**src/sv/ple_pkg.sv**
```systemverilog
// Shared types and constants of the positional list engine.
package ple_pkg;

  localparam int DefCapacity = 32;

  localparam int OpcodeW   = 3;
  localparam int ValueW    = 32;
  localparam int PositionW = 6;
  localparam int StatusW   = 3;
  localparam int IndexW    = 5;
  localparam int CountW    = 6;

  typedef enum logic [OpcodeW-1:0] {
    OpInsFront = 3'd0,
    OpInsBack  = 3'd1,
    OpInsAt    = 3'd2,
    OpDelFront = 3'd3,
    OpDelBack  = 3'd4,
    OpDelAt    = 3'd5
  } opcode_e;

  typedef enum logic [StatusW-1:0] {
    StOk       = 3'd0,
    StBadIndex = 3'd1,
    StUnderflow = 3'd2,
    StFull     = 3'd3,
    StBadOp    = 3'd4
  } status_e;

  typedef enum logic [2:0] {
    StateIdle,
    StateShift,
    StateFlush,
    StatePut,
    StateEmit
  } state_e;

  typedef struct packed {
    logic               valid;
    status_e            status;
    logic               has_element;
    logic [IndexW-1:0]  element_index;
    logic [CountW-1:0]  count;
    logic               last;
  } emit_t;

endpackage

```
**src/sv/positional_list_engine.sv**
```systemverilog
// Positional list engine top level: storage, sequencer and result register.
// One request is taken when start is high and busy is low. A rejected
// request, or one that leaves the list empty, gives one result on the
// next cycle. Any other request first shifts the stored entries through
// the storage memory, one entry per cycle over its single read and single
// write port (count minus position moves for an insert, count minus
// position minus one for a delete), then passes a flush state after any
// shift and a put state to write an inserted value, and then reads the
// list out one element per cycle. The next request can be taken in the
// same cycle as the last result of a request appears. Results appear on
// consecutive cycles, in the cycle after each storage read, each marked
// by valid_o for one cycle; the receiver must take them as they come.
module positional_list_engine import ple_pkg::*; #(
  parameter int Capacity = DefCapacity
) (
  input  logic                       clk_i,
  input  logic                       rst_ni,
  input  logic                       start,
  output logic                       busy,
  input  logic [OpcodeW-1:0]         opcode_i,
  input  logic signed [ValueW-1:0]   value_i,
  input  logic [PositionW-1:0]       position_i,
  output logic                       valid_o,
  output logic [StatusW-1:0]         status_o,
  output logic                       has_element_o,
  output logic [IndexW-1:0]          element_index_o,
  output logic signed [ValueW-1:0]   element_o,
  output logic [CountW-1:0]          count_o,
  output logic                       last_o
);

  localparam int IdxW = (Capacity > 1) ? $clog2(Capacity) : 1;
  localparam int CntW = $clog2(Capacity + 1);

  logic              we;
  logic [IdxW-1:0]   waddr;
  logic [ValueW-1:0] wdata;
  logic              re;
  logic [IdxW-1:0]   raddr;
  logic [ValueW-1:0] rdata;
  emit_t             emit_d, emit_q;

  ple_ctrl #(
    .Capacity (Capacity),
    .IdxW     (IdxW),
    .CntW     (CntW)
  ) u_ctrl (
    .clk_i      (clk_i),
    .rst_ni     (rst_ni),
    .start      (start),
    .busy       (busy),
    .opcode_i   (opcode_i),
    .value_i    (value_i),
    .position_i (position_i),
    .we_o       (we),
    .waddr_o    (waddr),
    .wdata_o    (wdata),
    .re_o       (re),
    .raddr_o    (raddr),
    .rdata_i    (rdata),
    .emit_o     (emit_d)
  );

  ple_ram #(
    .Depth (Capacity),
    .AddrW (IdxW)
  ) u_ram (
    .clk_i   (clk_i),
    .we_i    (we),
    .waddr_i (waddr),
    .wdata_i (wdata),
    .re_i    (re),
    .raddr_i (raddr),
    .rdata_o (rdata)
  );

  // result stage lines up with the registered read data
  always_ff @(posedge clk_i or negedge rst_ni) begin
    if (!rst_ni) begin
      emit_q <= '0;
    end else begin
      emit_q <= emit_d;
    end
  end

  assign valid_o         = emit_q.valid;
  assign status_o        = emit_q.status;
  assign has_element_o   = emit_q.has_element;
  assign element_index_o = emit_q.element_index;
  assign count_o         = emit_q.count;
  assign last_o          = emit_q.last;
  assign element_o       = emit_q.has_element ? rdata : '0;

  a_stream_continues: assert property (@(posedge clk_i) disable iff (!rst_ni)
    valid_o && !last_o |=> valid_o)
    else $error("result stream broken before last transfer");

  a_busy_while_streaming: assert property (@(posedge clk_i) disable iff (!rst_ni)
    valid_o && !last_o |-> busy)
    else $error("request accepted in the middle of a result stream");

  a_error_single: assert property (@(posedge clk_i) disable iff (!rst_ni)
    valid_o && (status_o != StOk) |-> last_o && !has_element_o)
    else $error("error result carries an element or is not last");

  a_element_ok: assert property (@(posedge clk_i) disable iff (!rst_ni)
    valid_o && has_element_o |-> (status_o == StOk))
    else $error("element transfer with error status");

endmodule

```
**src/sv/ple_ram.sv**
```systemverilog
// Single-port-write, single-port-read list storage with registered read data.
module ple_ram import ple_pkg::*; #(
  parameter int Depth = DefCapacity,
  parameter int AddrW = (Depth > 1) ? $clog2(Depth) : 1
) (
  input  logic              clk_i,
  input  logic              we_i,
  input  logic [AddrW-1:0]  waddr_i,
  input  logic [ValueW-1:0] wdata_i,
  input  logic              re_i,
  input  logic [AddrW-1:0]  raddr_i,
  output logic [ValueW-1:0] rdata_o
);

  logic [ValueW-1:0] mem [Depth];
  logic [ValueW-1:0] rdata_q;

  always_ff @(posedge clk_i) begin
    if (we_i) begin
      mem[waddr_i] <= wdata_i;
    end
  end

  always_ff @(posedge clk_i) begin
    if (re_i) begin
      rdata_q <= mem[raddr_i];
    end
  end

  assign rdata_o = rdata_q;

endmodule

```
**src/sv/ple_ctrl.sv**
```systemverilog
// Request check, shift sequencer and list readout control.
module ple_ctrl import ple_pkg::*; #(
  parameter int Capacity = DefCapacity,
  parameter int IdxW     = (Capacity > 1) ? $clog2(Capacity) : 1,
  parameter int CntW     = $clog2(Capacity + 1)
) (
  input  logic                 clk_i,
  input  logic                 rst_ni,
  input  logic                 start,
  output logic                 busy,
  input  logic [OpcodeW-1:0]   opcode_i,
  input  logic [ValueW-1:0]    value_i,
  input  logic [PositionW-1:0] position_i,
  output logic                 we_o,
  output logic [IdxW-1:0]      waddr_o,
  output logic [ValueW-1:0]    wdata_o,
  output logic                 re_o,
  output logic [IdxW-1:0]      raddr_o,
  input  logic [ValueW-1:0]    rdata_i,
  output emit_t                emit_o
);

  localparam int CmpW = (CntW > PositionW + 1) ? CntW : PositionW + 1;

  state_e state_q, state_d;

  logic [CntW-1:0]   count_q, count_d;
  logic [CntW-1:0]   moves_q, moves_d;
  logic [IdxW-1:0]   src_q, src_d;
  logic [IdxW-1:0]   dst_q, dst_d;
  logic [IdxW-1:0]   at_q, at_d;
  logic [IdxW-1:0]   e_q, e_d;
  logic [ValueW-1:0] value_q, value_d;
  logic              is_ins_q, is_ins_d;
  logic              wpend_q, wpend_d;
  logic [IdxW-1:0]   wdst_q, wdst_d;

  logic            accept;
  logic            req_ins;
  status_e         req_status;
  logic [CmpW-1:0] n_ext;
  logic [CmpW-1:0] pos_ext;
  logic [CmpW-1:0] req_at;
  logic [CmpW-1:0] req_moves;
  logic [CntW-1:0] req_count;
  logic            emit_last;

  assign busy   = (state_q != StateIdle);
  assign accept = start && !busy;
  assign n_ext  = CmpW'(count_q);
  assign pos_ext = CmpW'(position_i);
  assign emit_last = ((CntW'(e_q) + CntW'(1)) == count_q);

  // request check
  always_comb begin
    req_ins    = 1'b0;
    req_at     = '0;
    req_status = StOk;
    unique case (opcode_i)
      OpInsFront: begin
        req_ins = 1'b1;
        req_at  = '0;
      end
      OpInsBack: begin
        req_ins = 1'b1;
        req_at  = n_ext;
      end
      OpInsAt: begin
        req_ins = 1'b1;
        req_at  = pos_ext;
      end
      OpDelFront: req_at = '0;
      OpDelBack:  req_at = n_ext - CmpW'(1);
      OpDelAt:    req_at = pos_ext;
      default:    req_status = StBadOp;
    endcase
    if (req_status != StBadOp) begin
      if (req_ins) begin
        if (req_at > n_ext) begin
          req_status = StBadIndex;
        end else if (n_ext == CmpW'(Capacity)) begin
          req_status = StFull;
        end
      end else begin
        if (count_q == '0) begin
          req_status = StUnderflow;
        end else if (req_at >= n_ext) begin
          req_status = StBadIndex;
        end
      end
    end
    if (req_ins) begin
      req_moves = n_ext - req_at;
      req_count = count_q + CntW'(1);
    end else begin
      req_moves = n_ext - req_at - CmpW'(1);
      req_count = count_q - CntW'(1);
    end
  end

  // next state
  always_comb begin
    state_d = state_q;
    unique case (state_q)
      StateIdle: begin
        if (accept && req_status == StOk) begin
          if (req_moves != '0) begin
            state_d = StateShift;
          end else if (req_ins) begin
            state_d = StatePut;
          end else if (req_count != '0) begin
            state_d = StateEmit;
          end
        end
      end
      StateShift: begin
        if (moves_q == CntW'(1)) begin
          state_d = StateFlush;
        end
      end
      StateFlush: state_d = is_ins_q ? StatePut : StateEmit;
      StatePut:   state_d = StateEmit;
      StateEmit: begin
        if (emit_last) begin
          state_d = StateIdle;
        end
      end
      default: state_d = StateIdle;
    endcase
  end

  // datapath registers
  always_comb begin
    count_d = count_q;
    moves_d = moves_q;
    src_d   = src_q;
    dst_d   = dst_q;
    at_d    = at_q;
    e_d     = e_q;
    value_d = value_q;
    is_ins_d = is_ins_q;
    wpend_d = (state_q == StateShift);
    wdst_d  = dst_q;
    case (state_q)
      StateIdle: begin
        e_d = '0;
        if (accept && req_status == StOk) begin
          count_d  = req_count;
          moves_d  = CntW'(req_moves);
          at_d     = IdxW'(req_at);
          value_d  = value_i;
          is_ins_d = req_ins;
          if (req_ins) begin
            dst_d = IdxW'(n_ext);
            src_d = IdxW'(n_ext - CmpW'(1));
          end else begin
            dst_d = IdxW'(req_at);
            src_d = IdxW'(req_at + CmpW'(1));
          end
        end
      end
      StateShift: begin
        moves_d = moves_q - CntW'(1);
        if (is_ins_q) begin
          src_d = src_q - IdxW'(1);
          dst_d = dst_q - IdxW'(1);
        end else begin
          src_d = src_q + IdxW'(1);
          dst_d = dst_q + IdxW'(1);
        end
      end
      StateEmit: e_d = e_q + IdxW'(1);
      default: ;
    endcase
  end

  // memory port and readout outputs
  always_comb begin
    we_o    = wpend_q || (state_q == StatePut);
    waddr_o = wpend_q ? wdst_q : at_q;
    wdata_o = wpend_q ? rdata_i : value_q;
    re_o    = 1'b0;
    raddr_o = src_q;
    emit_o  = '0;
    unique case (state_q)
      StateIdle: begin
        if (accept && (req_status != StOk || req_count == '0)) begin
          emit_o.valid  = 1'b1;
          emit_o.status = req_status;
          emit_o.count  = (req_status == StOk) ? '0 : CountW'(count_q);
          emit_o.last   = 1'b1;
        end
      end
      StateShift: re_o = 1'b1;
      StateEmit: begin
        re_o    = 1'b1;
        raddr_o = e_q;
        emit_o.valid         = 1'b1;
        emit_o.status        = StOk;
        emit_o.has_element   = 1'b1;
        emit_o.element_index = IndexW'(e_q);
        emit_o.count         = CountW'(count_q);
        emit_o.last          = emit_last;
      end
      default: ;
    endcase
  end

  always_ff @(posedge clk_i or negedge rst_ni) begin
    if (!rst_ni) begin
      state_q <= StateIdle;
      count_q <= '0;
      moves_q <= '0;
      wpend_q <= 1'b0;
      e_q     <= '0;
    end else begin
      state_q <= state_d;
      count_q <= count_d;
      moves_q <= moves_d;
      wpend_q <= wpend_d;
      e_q     <= e_d;
    end
  end

  always_ff @(posedge clk_i) begin
    src_q    <= src_d;
    dst_q    <= dst_d;
    at_q     <= at_d;
    value_q  <= value_d;
    is_ins_q <= is_ins_d;
    wdst_q   <= wdst_d;
  end

endmodule
```
**config.mk**
```make
export PLATFORM = sky130hd
export DESIGN_NAME = positional_list_engine
export DESIGN_NICKNAME = d
export VERILOG_FILES = /design/src/sv/ple_pkg.sv /design/src/sv/positional_list_engine.sv /design/src/sv/ple_ram.sv /design/src/sv/ple_ctrl.sv
export SDC_FILE = /design/constraint.sdc
export NUM_CORES = 1
export LEC_CHECK = 0
export BUFFER_PORTS_ARGS = -buffer_cell sky130_fd_sc_hd__buf_4
export CORE_UTILIZATION = 45
export CTS_CLUSTER_DIAMETER = 150
export DETAILED_ROUTE_END_ITERATION = 6
export GPL_TIMING_DRIVEN = 1
export SLEW_MARGIN = 10
export SYNTH_ARGS = -nofsm -noshare
export SYNTH_HDL_FRONTEND = slang
export SYNTH_HIERARCHICAL = 1
export SYNTH_SLANG_ARGS = --single-unit
```
**constraint.sdc**
```tcl
create_clock -name clk_i -period 4.45 [get_ports clk_i]
set_input_delay 0.89 -clock clk_i [delete_from_list [all_inputs] [get_ports clk_i]]
set_output_delay 0.89 -clock clk_i [all_outputs]
set_load 0.1 [all_outputs]
```
# Word level (Yosys, flattened, before mapping)

Memory sizes are Yosys's and may differ from the RTL's. A register that Yosys moved wholly into a read port is not among the register bits.
Index checks and enable logic that the tools add are counted.

Multiplexer cells: 43
Order comparisons: 2
Add/subtract/negate cells: 13
Reduce and logical (&&, ||, !) cells: 24
Eq/ne operators: 17

Operators by type and width:

| cell                                                                   | number |
|---|---|
| 32-bit two-way mux                                                     | 2 |
| 3-bit two-way mux                                                      | 14 |
| 5-bit two-way mux                                                      | 8 |
| 5-bit case mux with 2 select lines                                     | 3 |
| 6-bit two-way mux                                                      | 4 |
| 7-bit case mux with 3 select lines                                     | 1 |
| 5-bit by 1-bit adder with 5-bit output (second input constant)         | 4 |
| 3-bit case mux with 5 select lines                                     | 1 |
| 7-bit two-way mux                                                      | 2 |
| 7-bit case mux with 2 select lines                                     | 1 |
| 3-bit by 2-bit equality test with 1-bit output (second input constant) | 4 |
| 6-bit logical NOT                                                      | 2 |
| 6-bit case mux with 2 select lines                                     | 1 |
| 6-bit by 1-bit subtractor with 6-bit output (second input constant)    | 2 |
| 5-bit by 1-bit subtractor with 5-bit output (second input constant)    | 2 |
| 3-bit equality test (second input constant)                            | 3 |
| 3-bit logical NOT                                                      | 3 |
| 4-bit case mux with 2 select lines                                     | 1 |
| 7-bit by 6-bit >= comparator with 1-bit output                         | 1 |
| 7-bit by 6-bit greater-than comparator with 1-bit output               | 1 |
| 7-bit nonzero test                                                     | 1 |
| 6-bit by 1-bit subtractor with 7-bit output (second input constant)    | 1 |
| 6-bit by 7-bit subtractor with 7-bit output                            | 1 |
| 7-bit by 1-bit subtractor with 7-bit output (second input constant)    | 1 |
| other kinds (23)                                                       | 35 |

Output and inout port bits: 50
Memory bits (writable): 1024
Memories: 1
Logic and storage cells: 117
Input bits: 44
Flip-flop bits (word level): 91

Memory list:

| name      | depth | width | rd ports | clocked after memory_dff | wr ports | RTL line      | source |
|---|---|---|---|---|---|---|---|
| u_ram.mem | 32    | 32    | 1        | 1                        | 1        | ple_ram.sv:15 | `logic [ValueW-1:0] mem [Depth];` |

# Depth between registers and ports, before layout

Depth after elaboration: 13
Depth in mapped cells: 16
Depth with buffers taken out: 15

# Hierarchy

Netlist, hierarchy kept.

Modules (own cells, without submodules):

| module                 | times used | seq. area each (sq um) | area an instance (sq um) | cells an instance |
|---|---|---|---|---|
| ple_ram                | 1          | 31710.4                | 40805.4                  | 2260 |
| ple_ctrl               | 1          | 2067.0                 | 4966.0                   | 489 |
| positional_list_engine | 1          | 425.4                  | 680.7                    | 52 |

# Worst setup path before layout

OpenSTA, ideal clock, no wires.

Path kind: in2reg
Start point: in opcode_i[1]
End point: reg u_ctrl.state_q[2]
Stages: 15
Arrival time: 4.310 ns
Setup slack: 0.037 ns
Buffers on the path: 1
Required time: 4.346 ns
Library setup time: 0.104 ns
Cell sequence: clkbuf_1 nor3b_1 nand2_1 o21ai_0 ha_1 inv_1 fa_1 inv_1 ha_1 or3b_1 or2_0 a2111o_1 and3_1 or2_1 o41ai_2

Word-level cells in the longest chain between the ends: 12
Elaborated cells on any way between the ends: 36
Those cells by class: add/sub (2); order compare (2); eq/ne (8); mux (15); reduce/logical (9)

Ends and longest elaborated chain:

| what                                                                                                | RTL line                     | source |
|---|---|---|
| from (decl)                                                                                         | positional_list_engine.sv:20 | `input logic [OpcodeW-1:0] opcode_i,` |
| 3-bit by 2-bit equality test with 1-bit output / 3-bit equality test (equally long branches)        | ple_ctrl.sv:59               | `unique case (opcode_i)` |
| 2-bit OR reduction (no source line)                                                                 | --                           |  |
| 7-bit case mux with 3 select lines (*)                                                              | ple_ctrl.sv:59               |  |
| net u_ctrl.req_at[0]                                                                                | ple_ctrl.sv:43               | `logic [CmpW-1:0] req_at;` |
| parallel branches: the longest is 9 deep, another holds 6-bit by 7-bit subtractor with 7-bit output | --                           |  |
| to (signal assigned)                                                                                | ple_ctrl.sv:211              | `state_q <= StateIdle;` |
| to (signal assigned)                                                                                | ple_ctrl.sv:217              | `state_q <= state_d;` |
| to (decl)                                                                                           | ple_ctrl.sv:25               | `state_e state_q, state_d;` |

Mark *: on every way through the listed nets, which the timed path passes. The select of a mux whose other input is x is not followed.
A chain may end at the register's enable or synchronous reset.

# Final worst setup path

Start point: reg u_ctrl.count_q[0]
End point: reg u_ctrl.state_q[0]

Elaborated cells on any way between the ends: 30
Those cells by class: add/sub (5); order compare (2); eq/ne (5); mux (12); reduce/logical (6)

RTL lines:

| what                                                                                                         | RTL line                       | source |
|---|---|---|
| from (decl)                                                                                                  | ple_ctrl.sv:27                 | `logic [CntW-1:0] count_q, count_d;` |
| from (signal assigned)                                                                                       | ple_ctrl.sv:218                | `count_q <= count_d;` |
| 6-bit by 1-bit subtractor with 6-bit output / 6-bit by 1-bit adder with 6-bit output (equally long branches) | ple_ctrl.sv:97, ple_ctrl.sv:94 |  |
| 6-bit two-way mux (*)                                                                                        | ple_ctrl.sv:92                 | `if (req_ins) begin` |
| net u_ctrl.req_count[0]                                                                                      | ple_ctrl.sv:45                 | `logic [CntW-1:0] req_count;` |
| 6-bit nonzero test (*)                                                                                       | ple_ctrl.sv:111                | `end else if (req_count != '0) begin` |
| 4-bit by 1-bit != test with 1-bit output (no source line) (*)                                                | --                             |  |
| 4-bit AND reduction (no source line) (*)                                                                     | --                             |  |

Mark *: on every way through the listed nets, which the timed path passes. The rest lies on a longest branch. The select of a mux whose other input is x is not followed.

==> flow_summary.toml <==
[power]
clockPowerShare_pct = 24.5
power_switching_share_pct = 35.8
vdd_drop_max_uv = 483
p_sw_mw = 13.4
share_seq_of_total_power_pct = 39.3
combPwrFrac_pct = 36.2
finalPower_mw = 37.4
power_report.internal_total_mw = 24.0
power.density_nw_per_um2 = 704
leakagePower_nw = 18.7

[layout]
area_used_by_multi_input_combinational_logic_um2 = 11500
fillers = 8212
design.final.nets = 3037
layout.core_utilization_pct = 52.0
syn2layout_area_growth_pct = 14.3
fraction_of_final_layout_cells_sized_beyond_drive_strength_1_pct = 16.1
seqCellArea_um2 = 34200
post-route-cell-area_um2 = 53100

[setup_path]
worst_setup_path_end_kind = "flip-flop"
cp_data_required_time_ns = 4.97
worst-setup-path-type = "reg2reg"
timing.critical_path.from_type = "flip-flop"
critical_path_arrival_ns = 4.62
worstPathMaxFanout = 8

[drt]
route.vias.total = 25400
first_pass_iters = 5
detail_route.drc_violations = 0
routed_via_density = 5.74
drt-wirelength-per-cell_um = 26.6
antenna_left = 0
postRouteWirelength_mm = 118
drt_iter0_drc = 2564

[sta]
final-setup-viol-count = 0
final.period_utilization_pct = 92.1
fin_worst_skew_ns = 0.0177
max_freq_mhz = 244
timing.slew.headroom_pct = 25.1
least_margin_pin_slew_ns = 1.12
timing.final.crit_period_ns = 4.10
totalNegativeSetupSlack_ns = 0
rsz0062_at_grt = "false"
timing_hold_violations_final = 0
final.hold.worst_slack_ns = 0.197
report.final.slew_viol_count = 0

[synthesis]
synth-warning-count = 6
synth_sequential_area_ratio_pct = 73.6
library_cells_used_by_synthesis = 71
synth_top_cell_by_area = "edfxtp_1"
syn-cell-area_um2 = 46500
synthesis.instances = 2801
post_synth.cell_area_avg_um2 = 16.6
synth_common_cells = "edfxtp_1, mux2i_1, nand2_1"
synth_area_leaders = "edfxtp_1, mux2i_1, dfrtp_1"
synth_most_common_cell = "edfxtp_1"
synth_flop_cell = "edfxtp_1"
yosys_register_bits = 1147
number_of_nets_produced_by_synthesis = 2873
postSynth.asyncResetShare_pct = 3.31
yosys.area.top_type_share_pct = 71.4
synth-edff-count = 1104

[die]
die-height_um = 323
core_region_area_um2 = 102000
boundaryPins = 94
rows = 117
start_util_pct = 45.5
design.die.area_um2 = 105000
die_w_um = 323

[hold_path]
hp-class = "in2async"

[cts]
ctsHoldBuffers = 0
numClockSinks = 1147
cts-root-buf = "clkbuf_16"
skew_pair_late_insertion_delay_ns = 0.69
cts_setup_buffers = 0
clk_pin_slew_worst_paths_ns = 0.06
cts_tree = "yes"
deepest_level_of_the_cts_h_tree = 3
tritoncts.num_buffers = 114
cts_resized = 0
max-clock-path-buffers = 3

[grt]
grt_pass1_wl_mm = 170
overflow = 0
overall_global_routing_resource_usage_pct = 22.5
grt_start_max_net_pins = 82
antenna_found_initial = 3
via_count_of_the_first_global_routing_pass = 25300

[job]
timing.max_cap.violations = 0

[placed_design]
numPortBuffers = 93
gp_congestion = 0.810
cell_area_reported_after_detailed_placement_um2 = 49500
dpl.hpwl_mm = 63.3

[outcome]
outcome = "finished clean"
==> layout make-up <==
type	instances	area share, %
sequential	1147	64.4
multi-input combinational	1470	21.7
clock buffer	141	5.68
timing repair buffer	204	3.71
tap	1368	3.22
clock inverter	68	1.01
inverter	28	0.198
antenna	1	0.00471
==> per-stage QoR <==
| step | setup WS (ns) | instances |
|---|---|---|
| 6_report | 0.351 | 4427 |
| 5_1_grt | 0.0876 | 4426 |
| 4_1_cts | 0.358 | 4426 |
| 3_5_place_dp | 0.0724 | 4217 |
| 3_3_place_gp | 0.112 | 4217 |
| 2_1_floorplan | 0.0365 | 2801 |
==> cell families (layout without fill, tap and decap cells) <==
family / after synthesis / count (layout) / synth area share, %
XOR/XNOR: 32 / 32 / 0.603
buffers and inverters: 184 / 441 / 2.13
AO/OA/AOI/OAI: 400 / 400 / 5.83
adder cells (fa/ha/maj): 28 / 28 / 0.819
AND/OR/NAND/NOR: 449 / 449 / 4.78
multiplexers: 561 / 561 / 12.2
flip-flops: 1147 / 1147 / 73.6
other: 0 / 1 / 0
==> routing by layer <==
metal	part of all wire, %	vias to the layer above	GRT usage, %
met1	42	13100	30.4
met4	2.1	0	5.55
li1	-	11300	-
met3	6.8	144	3.84
met2	49	867	37.8
met5	0	-	0
==> registers in the layout, indices dropped and copies added (netlist names), 6 cells and up <==
name and flops:
u_ram/mem 1024, u_ctrl/value_q 32, u_ram/rdata_o 32, count_o 6, u_ctrl/count_q 6, u_ctrl/moves_q 6
==> worst max-delay path, cell delays in order, from the launching register on <==
cell      delay [ns]
dfrtp_1         0.56
inv_1           0.11
ha_1            0.34
nor2_1          0.12
a21oi_1         0.04
o21ai_0         0.29
inv_1           0.15
fa_1            0.50
inv_1           0.07
ha_1            0.15
or3b_1          0.36
or2_0           0.25
a2111o_1        0.39
and3_1          0.17
o31ai_1         0.24
o311ai_0        0.18
==> layout by cell type, fill, tap and decap left out, types with 43 or more instances in the layout <==
cell type  instances
edfxtp_1        1104
mux2i_1          516
buf_4            169
nand2_1          128
a21oi_1          127
clkbuf_16        117
nand3_1          112
a22oi_1          101
a22o_1            67
mux2_2            45
nor3_1            43
==> power by group through the flow <==
stage                     registers [mW]  clock network [mW]  logic (mW)
final                               14.7                9.14        13.5
after global routing                14.8                9.71        14.5
after CTS                           14.7                9.29        13.6
after detailed placement            14.9                   0        13.5
after global placement              14.9                   0        13.3
after floorplan                     14.9                   0        9.24
==> final timing paths <==
| path | from | depth (start not counted) | endpoint | slack [ns] |
|---|---|---|---|---|
| min | rst_ni | 1 | u_ctrl/moves_q[2] | 0.20 |
| max | u_ctrl/count_q[0] | 15 | u_ctrl/state_q[0] | 0.35 |
| min in group clk_i | value_i[0] | 1 | u_ctrl/value_q[0] | 0.38 |
| max in group asynchronous | rst_ni | 1 | u_ctrl/wpend_q | 3.85 |
| min reg2reg | u_ctrl/dst_q[2] | 0 | u_ctrl/wdst_q[2] | 0.40 |
| max reg2reg | u_ctrl/count_q[0] | 15 | u_ctrl/state_q[0] | 0.35 |
Power figures use the tool's default switching activity.
